## src/rtl/ssp_pkg.sv

```systemverilog
// Shared constants, queue entry type and CRC fold function for the SSP frame encoder.
package ssp_pkg;

  localparam logic [7:0] FEND_BYTE  = 8'hC0;
  localparam logic [7:0] FESC_BYTE  = 8'hDB;
  localparam logic [7:0] TFEND_BYTE = 8'hDC;
  localparam logic [7:0] TFESC_BYTE = 8'hDD;
  localparam logic [7:0] CRC_INIT   = 8'hFF;
  localparam logic [7:0] POLY_RESET = 8'h8C;

  localparam int QUEUE_DEPTH = 2;
  localparam int QPTR_W      = $clog2(QUEUE_DEPTH);

  typedef struct packed {
    logic [7:0] data;
    logic       first;
    logic       last;
    logic       esc;
    logic [7:0] esc_byte;
    logic [7:0] dest;
    logic [7:0] src;
    logic [7:0] ftype;
    logic [7:0] crc;
  } cmd_t;

  function automatic logic [7:0] crc_fold(input logic [7:0] crc, input logic [7:0] ch,
                                          input logic [7:0] poly);
    logic [7:0] c;
    c = crc;
    for (int i = 0; i < 8; i++) begin
      if (c[0] ^ ch[i]) begin
        c = (c >> 1) ^ poly;
      end else begin
        c = c >> 1;
      end
    end
    return c;
  endfunction

endpackage

```

## src/rtl/ssp_front.sv

```systemverilog
// Front end: accepts payload bytes, runs the CRC, classifies stuffing, builds queue entries.
module ssp_front import ssp_pkg::*; (
  input  logic       clk,
  input  logic       rst,
  input  logic       cfg_write_en,
  input  logic [7:0] cfg_write_data,
  input  logic       in_valid,
  output logic       in_ready,
  input  logic [7:0] payload_byte,
  input  logic       first_of_frame,
  input  logic       last_of_frame,
  input  logic [7:0] dest_address,
  input  logic [7:0] source_address,
  input  logic [7:0] frame_type,
  output logic       push_valid,
  input  logic       push_ready,
  output cmd_t       push_cmd
);

  logic [7:0] crc_polynomial;
  logic [7:0] crc_accum;
  logic [7:0] crc_base;
  logic [7:0] crc_new;
  logic       in_fire;

  assign in_ready   = push_ready;
  assign push_valid = in_valid;
  assign in_fire    = in_valid && push_ready;

  assign crc_base = first_of_frame ? CRC_INIT : crc_accum;
  assign crc_new  = crc_fold(crc_base, payload_byte, crc_polynomial);

  always_comb begin
    push_cmd.data     = payload_byte;
    push_cmd.first    = first_of_frame;
    push_cmd.last     = last_of_frame;
    push_cmd.esc      = (payload_byte == FEND_BYTE) || (payload_byte == FESC_BYTE);
    push_cmd.esc_byte = (payload_byte == FEND_BYTE) ? TFEND_BYTE : TFESC_BYTE;
    push_cmd.dest     = dest_address;
    push_cmd.src      = source_address;
    push_cmd.ftype    = frame_type;
    push_cmd.crc      = crc_new;
  end

  always_ff @(posedge clk) begin
    if (rst) begin
      crc_polynomial <= POLY_RESET;
      crc_accum      <= CRC_INIT;
    end else begin
      if (cfg_write_en) begin
        crc_polynomial <= cfg_write_data;
      end
      if (in_fire) begin
        crc_accum <= last_of_frame ? CRC_INIT : crc_new;
      end
    end
  end

  a_crc_restart: assert property (@(posedge clk) disable iff (rst)
    in_fire && last_of_frame |=> crc_accum == CRC_INIT)
    else $error("CRC not restarted after frame end");

endmodule

```

## src/rtl/ssp_queue.sv

```systemverilog
// Two-entry queue between the front end and the byte emitter.
module ssp_queue import ssp_pkg::*; (
  input  logic clk,
  input  logic rst,
  input  logic push_valid,
  output logic push_ready,
  input  cmd_t push_cmd,
  output logic pop_valid,
  input  logic pop_ready,
  output cmd_t pop_cmd
);

  cmd_t              mem [QUEUE_DEPTH];
  logic [QPTR_W-1:0] wr_ptr;
  logic [QPTR_W-1:0] rd_ptr;
  logic [QPTR_W:0]   count;
  logic              push_fire;
  logic              pop_fire;

  localparam logic [QPTR_W:0] DEPTH_CNT = QPTR_W'(QUEUE_DEPTH) == '0 ?
    {1'b1, {QPTR_W{1'b0}}} : (QPTR_W + 1)'(QUEUE_DEPTH);

  assign push_ready = count != DEPTH_CNT;
  assign pop_valid  = count != '0;
  assign push_fire  = push_valid && push_ready;
  assign pop_fire   = pop_valid && pop_ready;
  assign pop_cmd    = mem[rd_ptr];

  always_ff @(posedge clk) begin
    if (push_fire) begin
      mem[wr_ptr] <= push_cmd;
    end
  end

  always_ff @(posedge clk) begin
    if (rst) begin
      wr_ptr <= '0;
      rd_ptr <= '0;
      count  <= '0;
    end else begin
      if (push_fire) begin
        wr_ptr <= wr_ptr + 1'b1;
      end
      if (pop_fire) begin
        rd_ptr <= rd_ptr + 1'b1;
      end
      if (push_fire && !pop_fire) begin
        count <= count + 1'b1;
      end else if (pop_fire && !push_fire) begin
        count <= count - 1'b1;
      end
    end
  end

  a_count_bound: assert property (@(posedge clk) disable iff (rst)
    count <= DEPTH_CNT)
    else $error("queue count past depth");

endmodule

```

## src/rtl/ssp_back.sv

```systemverilog
// Back end: stuffs each queue entry's data; header on first, trailer on last.
module ssp_back import ssp_pkg::*; (
  input  logic       clk,
  input  logic       rst,
  input  logic       cmd_valid,
  output logic       cmd_pop,
  input  cmd_t       cmd,
  output logic       out_valid,
  input  logic       out_ready,
  output logic [7:0] out_byte,
  output logic       run_end,
  output logic       frame_end
);

  typedef enum logic [8:0] {
    S_BEGIN      = 9'b000000001,
    S_FEND_OPEN  = 9'b000000010,
    S_DEST       = 9'b000000100,
    S_SRC        = 9'b000001000,
    S_TYPE       = 9'b000010000,
    S_DATA       = 9'b000100000,
    S_ESC2       = 9'b001000000,
    S_CRC        = 9'b010000000,
    S_FEND_CLOSE = 9'b100000000
  } step_t;

  step_t      step;
  step_t      step_next;
  step_t      cur;
  logic [7:0] byte_sel;
  logic       done;
  logic       load;
  logic       fire;

  assign load    = !out_valid || out_ready;
  assign fire    = load && cmd_valid;
  assign cmd_pop = fire && done;

  always_comb begin
    if (step == S_BEGIN) begin
      cur = cmd.first ? S_FEND_OPEN : S_DATA;
    end else begin
      cur = step;
    end
  end

  always_comb begin
    byte_sel  = cmd.data;
    done      = 1'b0;
    step_next = S_BEGIN;
    case (cur)
      S_FEND_OPEN: begin
        byte_sel  = FEND_BYTE;
        step_next = S_DEST;
      end
      S_DEST: begin
        byte_sel  = cmd.dest;
        step_next = S_SRC;
      end
      S_SRC: begin
        byte_sel  = cmd.src;
        step_next = S_TYPE;
      end
      S_TYPE: begin
        byte_sel  = cmd.ftype;
        step_next = S_DATA;
      end
      S_DATA: begin
        byte_sel = cmd.esc ? FESC_BYTE : cmd.data;
        if (cmd.esc) begin
          step_next = S_ESC2;
        end else if (cmd.last) begin
          step_next = S_CRC;
        end else begin
          done = 1'b1;
        end
      end
      S_ESC2: begin
        byte_sel = cmd.esc_byte;
        if (cmd.last) begin
          step_next = S_CRC;
        end else begin
          done = 1'b1;
        end
      end
      S_CRC: begin
        byte_sel  = cmd.crc;
        step_next = S_FEND_CLOSE;
      end
      S_FEND_CLOSE: begin
        byte_sel = FEND_BYTE;
        done     = 1'b1;
      end
      default: begin
        byte_sel = cmd.data;
        done     = 1'b1;
      end
    endcase
  end

  always_ff @(posedge clk) begin
    if (rst) begin
      out_valid <= 1'b0;
      step      <= S_BEGIN;
    end else begin
      if (load) begin
        out_valid <= cmd_valid;
      end
      if (fire) begin
        step <= done ? S_BEGIN : step_next;
      end
    end
  end

  always_ff @(posedge clk) begin
    if (fire) begin
      out_byte  <= byte_sel;
      run_end   <= done;
      frame_end <= cur == S_FEND_CLOSE;
    end
  end

  a_frame_end_closes: assert property (@(posedge clk) disable iff (rst)
    out_valid && frame_end |-> run_end && out_byte == FEND_BYTE)
    else $error("frame end not on closing FEND");

  a_begin_after_pop: assert property (@(posedge clk) disable iff (rst)
    cmd_pop |=> step == S_BEGIN)
    else $error("step not back at begin after entry done");

endmodule

```

## src/rtl/ssp_frame_encoder.sv

```systemverilog
// Top level of the SSP frame encoder: KISS byte stuffing with a reflected CRC-8 trailer.
//
//  channel  handshake             payload
//  in       in_valid / in_ready   payload_byte, first/last marks, dest, source, type
//  out      out_valid / out_ready out_byte, run_end, frame_end
//  cfg      cfg_write_en          cfg_write_data -> crc_polynomial
//
// One line byte per cycle from the output register while out_ready is high and the queue
// holds an entry; a payload byte is 1 or 2 line bytes, plus 4 header and 2 trailer bytes,
// set by the back end's steps. The front end takes a byte per cycle while the two-entry
// queue has room; CRC is computed on acceptance. Synchronous reset empties queue and
// sequencer, sets CRC to 0xFF and polynomial to 0x8C.
// out_ready low holds the output register; the queue absorbs up to two more bytes.
module ssp_frame_encoder import ssp_pkg::*; (
  input  logic       clk,
  input  logic       rst,
  input  logic       cfg_write_en,
  input  logic [7:0] cfg_write_data,
  input  logic       in_valid,
  output logic       in_ready,
  input  logic [7:0] payload_byte,
  input  logic       first_of_frame,
  input  logic       last_of_frame,
  input  logic [7:0] dest_address,
  input  logic [7:0] source_address,
  input  logic [7:0] frame_type,
  output logic       out_valid,
  input  logic       out_ready,
  output logic [7:0] out_byte,
  output logic       run_end,
  output logic       frame_end
);

  logic push_valid;
  logic push_ready;
  cmd_t push_cmd;
  logic pop_valid;
  logic pop_ready;
  cmd_t pop_cmd;

  ssp_front u_front (
    .clk            (clk),
    .rst            (rst),
    .cfg_write_en   (cfg_write_en),
    .cfg_write_data (cfg_write_data),
    .in_valid       (in_valid),
    .in_ready       (in_ready),
    .payload_byte   (payload_byte),
    .first_of_frame (first_of_frame),
    .last_of_frame  (last_of_frame),
    .dest_address   (dest_address),
    .source_address (source_address),
    .frame_type     (frame_type),
    .push_valid     (push_valid),
    .push_ready     (push_ready),
    .push_cmd       (push_cmd)
  );

  ssp_queue u_queue (
    .clk        (clk),
    .rst        (rst),
    .push_valid (push_valid),
    .push_ready (push_ready),
    .push_cmd   (push_cmd),
    .pop_valid  (pop_valid),
    .pop_ready  (pop_ready),
    .pop_cmd    (pop_cmd)
  );

  ssp_back u_back (
    .clk       (clk),
    .rst       (rst),
    .cmd_valid (pop_valid),
    .cmd_pop   (pop_ready),
    .cmd       (pop_cmd),
    .out_valid (out_valid),
    .out_ready (out_ready),
    .out_byte  (out_byte),
    .run_end   (run_end),
    .frame_end (frame_end)
  );

endmodule
```

## config.mk

```make
export PLATFORM = sky130hd
export DESIGN_NAME = ssp_frame_encoder
export DESIGN_NICKNAME = d
export VERILOG_FILES = /design/src/rtl/ssp_pkg.sv /design/src/rtl/ssp_front.sv /design/src/rtl/ssp_queue.sv /design/src/rtl/ssp_back.sv /design/src/rtl/ssp_frame_encoder.sv
export SDC_FILE = /design/constraint.sdc
export NUM_CORES = 1
export LEC_CHECK = 0
export BUFFER_PORTS_ARGS = -buffer_cell sky130_fd_sc_hd__buf_2
export CAP_MARGIN = 30
export CORE_UTILIZATION = 40
export DETAILED_ROUTE_END_ITERATION = 6
export SLEW_MARGIN = 5
export SYNTH_ARGS = -nofsm -noshare
export SYNTH_HDL_FRONTEND = slang
export SYNTH_HIERARCHICAL = 1
export SYNTH_SLANG_ARGS = --single-unit
```

## constraint.sdc

```tcl
create_clock -name clk -period 5.2 [get_ports clk]
set_input_delay 1.04 -clock clk [delete_from_list [all_inputs] [get_ports clk]]
set_output_delay 1.04 -clock clk [all_outputs]
set_load 0.02 [all_outputs]
```

==> results.md, run 1 <==
- GRT Total Usage: 18.6%
- Critical Path RT: 5.36 ns
- Vias: between 6000 and 7000
- Wire length of the first global-routing pass: 31300 um
- Antenna Violating Nets Remaining: 0
- Worst path cell trace: buf_2 > and4b_1 > nor2_2 > a41o_1 > a31oi_1 > o31a_1 > or2_4 > buf_4 > a211o_1 > a211oi_1 > o21ai_0 > mux2i_1 > xor3_1 > and3_1 > or2_1
- Chip Height: 148 um
- Initial antenna violation count: 0
- Outcome: finished clean
- Post-synth top flop: edfxtp_1
- Clk_skew: 0.0110 ns
- H-tree depth: 4
- Post-synth cell types: 98
- Share of layout cells above drive strength 1: between 20% and 30%
- Critical path buffer and inverter count: 2
- CTS buffer count: 17
- Die Width: 148 um
- Kind of critical path: input port to register
- Initial Util: 41.4%
- Diode count: 0
- Vias per cell: 5.65
- Biggest area consumer among synthesized cells: edfxtp_1
- Worst Path Arrival: 5.01 ns
- Ys async rst share: 0%
- Starting DRC count in detailed routing: between 400 and 500
- Cts repair resizes: 0
- Detailed Route WL: 19700 um
- Slew Limit Headroom: between 40% and 50%
- Slowest-stage cell, CP: xor3_1
- Mapped Area: between 8000 and 9000 sq um
- Post-CTS Setup Inserts: 0
- Origin of the critical flop-to-flop path: u_front/crc_accum[0]
- Detailed placer's ending HPWL: 13900 um
- Ys Warns: 6
- CTS tree: done
- Minimum clock period: 4.85 ns
- Achievable Freq: slightly above 0.2 GHz
- GR Overflow Total: 0
- Sink Count: ~140
- PwrDens: 533 nW/um^2
- Slew Viols, Final: 0
- Number of global-route vias before repair: 5780
- Reg2reg end: u_queue/mem[0][2]
- CP max FO: 10
- Hold Crit Endpoint: u_queue/rd_ptr
- Rows: 52
- I/O Buffers: between 50 and 60
- Dpl cells: about 1100
- Maximum root-to-sink buffer count: 2
- RSZ-0062 raised after global routing: no
- Critical Path Max Stage Delay: 0.48 ns
- Min-delay worst type: register to register
- Synth area leaders: edfxtp_1 40%, dfxtp_1 7.1%, mux2_2 6.8%
- EDFF count, synth: 112
- Largest delay share family, worst path: compound AO/OA/AOI/OAI gates
- DRT Pass-1 Iters: 5
- Area Overhead vs Synth: 10.9%
- Setup slack, reg-to-reg: 0.68 ns
- Hold_ws: 0.504 ns
- Final-report hold violation count: 0
- Share of the synthesized area in the top cell type: 39.6%
- Final instance area: 9420 sq um
- Post-Syn Instances: 783
- GPL Wtd Cong: 0.893
- Root buffer cell: clkbuf_16
- Worst VDD drop: 0.218 mV
- Total chip power: approximately 5.0 mW
- Worst-path clk slew: 0.06 ns
- # Max-Cap Violations: 0
- Final period util: 93.3%
- Final setup fails: 0
- Final Non-Filler Cells: 1089
- Fillers: between 1500 and 2000
- DR WL/cell: 18.1 um
- Worst-Skew Late Latency: 0.42 ns
- Least-Margin Pin Slew: approximately 0.8 ns
- Setup crit end kind: register
- Synth top cells by count: 112 x edfxtp_1, 52 x nand2_1, 51 x mux2_2, 51 x nor2_1, 50 x buf_4
- # IOs: 59
- Largest net degree at the start of global routing: approximately 50
- Static Leakage: 3.43 nW
- Die area: 21800 sq um
- Post-synthesis sequential area ratio: 46.7%
- Synth Register Bits: 142
- WHS Path Cells: 2
- # DRC: 0
- Nets: roughly 850
- Most common cell in the netlist: edfxtp_1
- Mean Syn Cell Area: 10.8 sq um
- Worst setup margin: 0.350 ns
- Critical path launch point type: input port
- Dpl ws: -0.105 ns
- Cells on worst reg2reg path: 14
- Beginning of the worst hold path: u_queue/rd_ptr
- Core Footprint: around 20000 sq um
- Instance area at placement: 8790 sq um
- Hold buffers post-CTS: 0
per-layer routing:
layer | vias to the layer above | track usage, % | part of all wire, %
met3 | 27 | 2.69 | 3.8
met2 | 162 | 30.3 | 48
met1 | 2978 | 25.3 | 47
met4 | 0 | 6.65 | 1.7
li1 | 2986 | - | -
met5 | - | 0 | 0
cell families (layout without fill, tap and decap cells):
family | count (synthesis) | count (layout) | synth area share [%]
compound gates | 186 | 186 | 16.1
xor+xnor | 35 | 35 | 4.85
fa+ha+maj | 1 | 1 | 0.147
buf+inv | 110 | 141 | 7.99
flops | 142 | 142 | 46.7
mux | 62 | 62 | 8.07
other cells | 2 | 7 | 0.0884
simple gates | 245 | 245 | 16.1
metrics by stage:
stage | util [%] | setup TNS, ns
floorplan | - | 0
global placement | 42.9 | -0.745
detailed placement | 42.9 | -1.03
CTS | 45.9 | 0
global route | 46.0 | 0
finish | 46.0 | 0
state kept, by name (all words and copies together), names as in the netlist, named ones only:
register	count
u_back/out_valid	1
u_front/crc_accum	8
u_back/run_end	1
u_queue/wr_ptr	1
u_queue/rd_ptr	1
u_queue/count	2
u_back/out_byte	8
u_queue/mem	102
u_back/step	8
u_front/crc_polynomial	8
u_back/frame_end	1
report_power, final:
group / switching, mW / internal, mW
combinational: 1.19 / 0.865
sequential: 0.120 / 1.58
clock: 0.466 / 0.803
worst max path at each step:
stage | slack, ns | depth (start not counted) | to | from
detailed placement | -0.10 | 14 | u_queue/mem[0][2] | payload_byte[0]
global route | 0.11 | 18 | u_queue/mem[1][5] | payload_byte[0]
finish | 0.35 | 15 | u_queue/mem[0][2] | payload_byte[0]
CTS | 0.33 | 14 | u_queue/mem[0][6] | payload_byte[0]
floorplan | 0.43 | 14 | u_queue/mem[0][2] | first_of_frame
global placement | -0.08 | 14 | u_queue/mem[1][6] | payload_byte[0]
cells in the final DEF (no fill, tap or decap), types with 5 or more instances in the layout:
master     instances
a211oi_1          13
a21oi_1           34
a22oi_1           13
a31oi_1            6
and2_1             6
and3_1            12
and3b_1            5
buf_2             58
buf_4             36
clkbuf_16         17
conb_1             7
dfxtp_1           29
edfxtp_1         112
inv_1             13
mux2_2            51
mux2i_1           10
nand2_1           52
nand2b_1           5
nand3_1           21
nand4_1            8
nor2_1            51
nor2b_1            9
nor3_1            17
nor4_1             9
o211ai_1          10
o21ai_0           31
o22ai_1            9
o32a_1             6
o32ai_1            6
or3_1              6
xnor2_1           13
xnor3_1            6
xor2_1            13
worst reg2reg max path: cells and delay by family, from the launching register on:
family                    cells  cell delay [ns]
buffers and inverters         1             0.18
AOI/OAI and AO/OA             7             2.08
DFF                           1             0.40
xor gates and xnor gates      1             0.48
muxes                         1             0.20
and+or+nand+nor               4             0.92
layout make-up:
class	count	area, sq um	share of cell area (%)
clock buffer	18	429	4.56
clock inverter	14	189	2.01
inverter	15	56.3	0.598
multi-input combinational	536	3880	41.2
sequential	142	3970	42.1
tap	270	338	3.59
timing repair buffer	94	561	5.95
No activity file was read; power rests on OpenSTA's default activity.
==> inputs of run 2 (changes only) <==
--- a/config.mk
+++ b/config.mk
@@ -8,3 +8,3 @@
 export BUFFER_PORTS_ARGS = -buffer_cell sky130_fd_sc_hd__buf_2
-export CAP_MARGIN = 30
+export CORE_MARGIN = 2
 export CORE_UTILIZATION = 40
--- a/constraint.sdc
+++ b/constraint.sdc
@@ -3,2 +3,2 @@
 set_output_delay 1.04 -clock clk [all_outputs]
-set_load 0.02 [all_outputs]
+set_load 0.1 [all_outputs]
==> run 2 against run 1 <==
Against the previous run:
- non-clock buffer count unchanged
- register-to-register slack got worse by 0.14 ns
- sequential cell count unchanged
- hold slack got worse by 0.0055 ns
- utilization shrank 1.2 points
- via count grew 0.93%
- sequential share of layout area grew 0.18 points
- critical path depth unchanged
- combinational power increased by 14%
- global-route usage decreased by 0.80 points
==> results.md, run 2 (synthesis gave the netlist of run 1 again) <==
- Outcome: finished clean
- CTS buffer count: 17
- Core Footprint: 21000 sq um
- Starting DRC count in detailed routing: ~540
- GR Overflow Total: 0
- Worst setup startpoint: first_of_frame
- P_int: 3.11 mW
- Final setup fails: 0
- Slew Limit Headroom: 45.8%
- Number of global-route vias before repair: approximately 5600
- Slowest-stage cell, CP: or4_1
- Slew Viols, Final: 0
- Commonest non-fill, non-tap cell in the layout: edfxtp_1
- Cells on worst reg2reg path: 16
- Share of layout cells above drive strength 1: around 26%
- Kind of critical path: input port to register
- Largest Register: u_queue/mem
- Largest net degree at the start of global routing: 51
- Worst path depth: 15
- Setup slack, reg-to-reg: 0.54 ns
- # DRC: 0
- Max FFs per register: about 100
- Register Area: 3970 sq um
- Area of the multi-input gates: 3890 sq um
- Setup crit end kind: register
- Sw power: 2.08 mW
- Reg2reg end: u_queue/mem[0][5]
- Final Util: 44.8%
- Final-report hold violation count: 0
- CP max FO: 10
- Post-CTS Setup Inserts: 0
- DRT Pass-1 Iters: 5
- Die Width: 150 um
- I/O Buffers: 58
- Hold buffers post-CTS: 0
- Fillers: 2026
- Vias per cell: approximately 5.7
- # Max-Cap Violations: 0
- Maximum root-to-sink buffer count: 2
- Sw frac: about two fifths
- Setup total negative slack: 0 ns
- Chip Height: roughly 150 um
- Clock Power Share: between 20% and 30%
- Worst path cell trace: buf_2 > nand2b_2 > o221a_4 > and3_1 > nor2_1 > a21oi_1 > o2111ai_1 > a21oi_1 > or4_4 > o2111a_1 > nor4_2 > buf_4 > xor2_1 > or4_1 > nand2_1
- Minimum clock period: 4.86 ns
- Static Leakage: roughly 3.4 nW
- Die area: 22400 sq um
- Critical Path RT: 5.47 ns
- PwrDens: 553 nW/um^2
- Worst-Skew Late Latency: 0.41 ns
- Worst VDD drop: 0.247 mV
- CP most frequent cell: a21oi_1
- GRT Total Usage: 17.8%
- Commonest cells after routing, fill and taps aside: 112 x edfxtp_1, 58 x buf_2, 52 x nand2_1, 51 x nor2_1, 51 x mux2_2
- Min-delay worst type: register to register
- GPL Wtd Cong: approximately 0.89
- Area Overhead vs Synth: 10.5%
- Critical path buffer and inverter count: 2
- DR WL/cell: about 18 um
- CTS tree: done
- Clk_skew: 0.00670 ns
- Gate power share: 45.0%
- Critical Path Max Stage Delay: roughly 0.53 ns
- Nets: 854
- # IOs: 59
- Least-Margin Pin Slew: around 0.8 ns
- Detailed placer's ending HPWL: 13900 um
- Rows: 53
- Antenna Violating Nets Remaining: 0
- H-tree depth: 4
- Critical path launch point type: input port
- Crit path capture: u_queue/mem[0][5]
- Wire length of the first global-routing pass: just over 30000 um
- Initial antenna violation count: 1
- Largest delay share family, worst path: simple AND/OR/NAND/NOR gates
- Sequential share of power: 32.8%
- Worst Path Arrival: a little over 5 ns
- Sink Count: 142
- RSZ-0062 raised after global routing: no
- Detailed Route WL: 19700 um
- Origin of the critical flop-to-flop path: u_front/crc_accum[0]
- Vias: 6210
- Root buffer cell: clkbuf_16
- Worst-path clk slew: 0.06 ns
- Final period util: 93.4%
- Achievable Freq: around 0.21 GHz
- Initial Util: 40.5%
run 2: cell count changes in the layout (fill, tap and decap cells not counted), sizes merged:
cell      delta
bufinv       -3
clkbuf       -1
clkinv       +1
clkinvlp     +2
diode        +1
inv          +1
run 2: worst min path at each step:
stage,startpoint,endpoint,cells past startpoint
finish,u_back/out_valid,u_back/out_valid,2
global route,u_back/out_valid,u_back/out_valid,2
CTS,u_back/out_valid,u_back/out_valid,2
detailed placement,u_back/out_valid,u_back/out_valid,2
global placement,u_back/out_valid,u_back/out_valid,2
floorplan,u_queue/count[1],u_queue/count[1],2
run 2: through the flow:
stage	setup slack (ns)	total power [mW]	instances	instance area [sq um]	hold slack, ns
floorplan	0.430	3.54	788	8510	0.471
global placement	-0.112	4.01	1062	8800	0.488
detailed placement	-0.267	4.03	1062	8800	0.493
CTS	0.183	5.20	1094	9360	0.504
global route	0.0226	5.49	1095	9380	0.525
finish	0.343	5.19	1095	9380	0.499
run 2: layout make-up:
cell class / instances / area share [%]
Antenna cell: 1 / 0.0267
Clock buffer: 17 / 4.53
Clock inverter: 15 / 1.49
Inverter: 15 / 0.600
Multi-Input combinational cell: 536 / 41.4
Sequential cell: 142 / 42.3
Tap cell: 275 / 3.67
Timing Repair Buffer: 94 / 5.97
run 2: worst register-to-register path, delay by kind of cell, from the launching register on:
family / cells / cell delay (ns)
buffers and inverters: 3 / 0.55
XOR/XNOR: 1 / 0.09
flip-flops: 1 / 0.60
AO/OA/AOI/OAI: 5 / 1.46
AND/OR/NAND/NOR: 7 / 1.80
run 2: power by group through the flow:
stage / clock, mW / combinational (mW) / sequential (mW)
after floorplan: 0 / 1.56 / 1.99
after global placement: 0 / 2.29 / 1.72
after detailed placement: 0 / 2.30 / 1.73
after CTS: 1.17 / 2.32 / 1.70
after global routing: 1.23 / 2.53 / 1.73
final: 1.15 / 2.34 / 1.70
run 2: metal layers:
layer | part of all wire [%] | global-route usage, %
met1 | 45 | 24.5
met4 | 1.5 | 6.13
met5 | 0 | 0
met3 | 5.0 | 2.99
met2 | 48 | 28.6
run 2: what timing repair did:
action / in CTS / in global routing
setup endpoints to repair: 0 / 17
gates resized for setup: 0 / 3
endpoints found under the hold margin: 0 / 0
==> inputs of run 3 (changes only) <==
- ABC_AREA: default -> 1
==> run 3 against run 2 <==
Against the previous run:
- sequential share of layout area rose by 1.7 points
- cell count rose by 8.2%
- synthesized area fell by 3.0%
- fmax rose by 20%
- sequential power barely moved
- final area fell by 3.7%
==> results.md, run 3 <==
- Outcome: finished clean
- Synth area leaders: edfxtp_1 41%, nand2_1 10%, mux2_4 9.1%
- CP max FO: 13
- Die Width: ~150 um
- I/O Buffers: 58
- Largest net degree at the start of global routing: 30
- Worst-path clk slew: about 0.060 ns
- Area of the multi-input gates: 3430 sq um
- DRT Pass-1 Iters: 5
- Setup slack, reg-to-reg: 1.53 ns
- Worst VDD drop: between 0.2 and 0.25 mV
- Kind of critical path: input port to register
- Worst-Skew Late Latency: 0.42 ns
- Commonest cells after routing, fill and taps aside: 226 x nand2_1, 112 x edfxtp_1, 94 x nand3_1, 82 x inv_1, 64 x nor2_1
- GRT Total Usage: between 15 and 20%
- GPL Wtd Cong: just under 0.9
- Biggest area consumer among synthesized cells: edfxtp_1
- Nets: 950
- Most common cell in the netlist: nand2_1
- PwrDens: 599 nW/um^2
- Slew Viols, Final: 0
- Post-Syn Instances: 881
- Minimum clock period: 4.06 ns
- Hold_ws: 0.479 ns
- Post-synthesis sequential area ratio: approximately half
- WHS Path Cells: 2
- Register Area: 3970 sq um
- Post-synth top flop: edfxtp_1
- Detailed Route WL: 17800 um
- Critical path launch point type: input port
- Slew Limit Headroom: 42.1%
- Final period util: 78.0%
- Critical Path Max Stage Delay: 0.37 ns
- Critical path buffer and inverter count: 4
- DR WL/cell: between 15 and 20 um
- Worst Path Arrival: between 4 and 5 ns
- Synth top cells by count: 226 x nand2_1, 112 x edfxtp_1, 94 x nand3_1, 82 x inv_1, 66 x nor2_1
- Maximum root-to-sink buffer count: 2
- Ys Warns: 6
- Core Footprint: around 20000 sq um
- Detailed placer's ending HPWL: 13100 um
- Setup crit end kind: register
- Rows: between 50 and 60
- Worst path cell trace: buf_2 > inv_1 > nand2_1 > nor2_1 > nor2_4 > nand3_2 > nand2_2 > nand3_1 > nand2_1 > nand2_1 > nand2_1 > nand3_1 > nor2_1 > inv_2 > nand2_2 > nor2_2 > nor2_8 > nand3_4 > nand3_4 > xor2_4 > nand3_1 > nand2_1 > inv_1
- CTS tree: done
- Max FFs per register: 102
- Largest Register: u_queue/mem
- Initial antenna violation count: 0
- Post-CTS Setup Inserts: 0
- EDFF count, synth: 112
- Share of the synthesized area in the top cell type: 40.8%
- Least-Margin Pin Slew: 0.862 ns
- # IOs: between 50 and 60
- Mapped Area: 8230 sq um
- Commonest non-fill, non-tap cell in the layout: nand2_1
- Final instance area: between 9000 and 10000 sq um
- Final-report hold violation count: 0
- Share of layout cells above drive strength 1: a little under a quarter
- Ys async rst share: 0%
- Die area: 21700 sq um
- Vias per cell: ~4.8
- Root buffer cell: clkbuf_16
- Synth Register Bits: 142
- Chip Height: 147 um
- Sink Count: 142
- RSZ-0062 raised after global routing: no
- Largest delay share family, worst path: simple AND/OR/NAND/NOR gates
- Cells on worst reg2reg path: 20
- Final setup fails: 0
- Post-synth cell types: 41
- Min-delay worst type: register to register
- Setup total negative slack: 0 ns
- # DRC: 0
- Diode count: 0
- Critical Path RT: 5.38 ns
- Starting DRC count in detailed routing: 408
- Fillers: 1922
- Wire length of the first global-routing pass: 28600 um
- Clk_skew: 0.00881 ns
- H-tree depth: 4
- Antenna Violating Nets Remaining: 0
- Vias: 5719
- # Max-Cap Violations: 0
- Cts repair resizes: 0
- Hold buffers post-CTS: 0
- CP most frequent cell: nand2_1
- Slowest-stage cell, CP: nand2_1
- Number of global-route vias before repair: 5370
- Instance area at placement: 8410 sq um
- CTS buffer count: 17
- Achievable Freq: 0.247 GHz
- Worst path depth: 23
- Initial Util: 40.7%
- Mean Syn Cell Area: between 9 and 10 sq um
- GR Overflow Total: 0
- Static Leakage: around 4.0 nW
- Area Overhead vs Synth: 9.68%
==> run 3: changes by cell type after synthesis, sizes merged, moves of 12 or more <==
| cell | before | now |
|---|---|---|
| a22oi | 13 | 0 |
| clkbuf | 26 | 6 |
| nor2 | 54 | 82 |
| nor3 | 17 | 5 |
| and3 | 15 | 0 |
| inv | 14 | 93 |
| nand3 | 23 | 107 |
| nand2 | 52 | 245 |
==> run 3: metrics by stage <==
step,setup WS [ns],cells,utilization (%),power (mW)
global placement,0.777,1153,41.5,4.16
floorplan,1.39,886,-,3.75
global route,0.830,1185,44.6,5.77
CTS,1.16,1185,44.6,5.45
detailed placement,0.717,1153,41.5,4.17
finish,1.14,1185,44.6,5.41
==> run 3: routing by layer <==
metal	track usage (%)	up-vias	part of all wire, %
met4	5.43	0	1.4
li1	-	2908	-
met1	22.9	2663	46
met3	3.55	21	4.6
met5	0	-	0
met2	28.2	127	48
==> run 3: cell families (layout without fill, tap and decap cells) <==
logic type | after synthesis | in the layout | share of synthesized area [%]
other | 2 | 7 | 0.0912
AND/OR/NAND/NOR | 451 | 451 | 26.0
adder cells (fa/ha/maj) | 1 | 1 | 0.152
flip-flops | 142 | 142 | 48.1
XOR/XNOR | 15 | 15 | 1.82
multiplexers | 51 | 51 | 9.25
buffers and inverters | 158 | 187 | 10.6
AO/OA/AOI/OAI | 61 | 61 | 3.94
==> run 3: path summary, 6_finish.rpt <==
check	start	endpoint
worst min-delay path	u_front/crc_accum[6]	u_front/crc_accum[6]
worst min register to register	u_front/crc_accum[6]	u_front/crc_accum[6]
worst max register to register	u_front/crc_polynomial[1]	u_queue/mem[0][1]
worst max-delay path	first_of_frame	u_queue/mem[0][1]
==> run 3: area by class of cell <==
class                      count  area share, %
sequential                   142           43.9
timing repair buffer          62           3.55
tap                          270           3.74
clock buffer                  20           5.29
inverter                      93           3.89
clock inverter                12           1.62
multi-input combinational    586           38.0
==> run 3: tightest hold or removal path, cell delays in order (launching register included) <==
cell	delay, ns
dfxtp_1	0.33
a21oi_1	0.07
nand2_1	0.05
==> run 3: power breakdown <==
part           switching, mW  total (mW)  internal, mW
Clock                  0.491        1.26         0.772
Combinational           1.65        2.43         0.780
Sequential             0.155        1.71          1.56
Total                   2.30        5.41          3.11
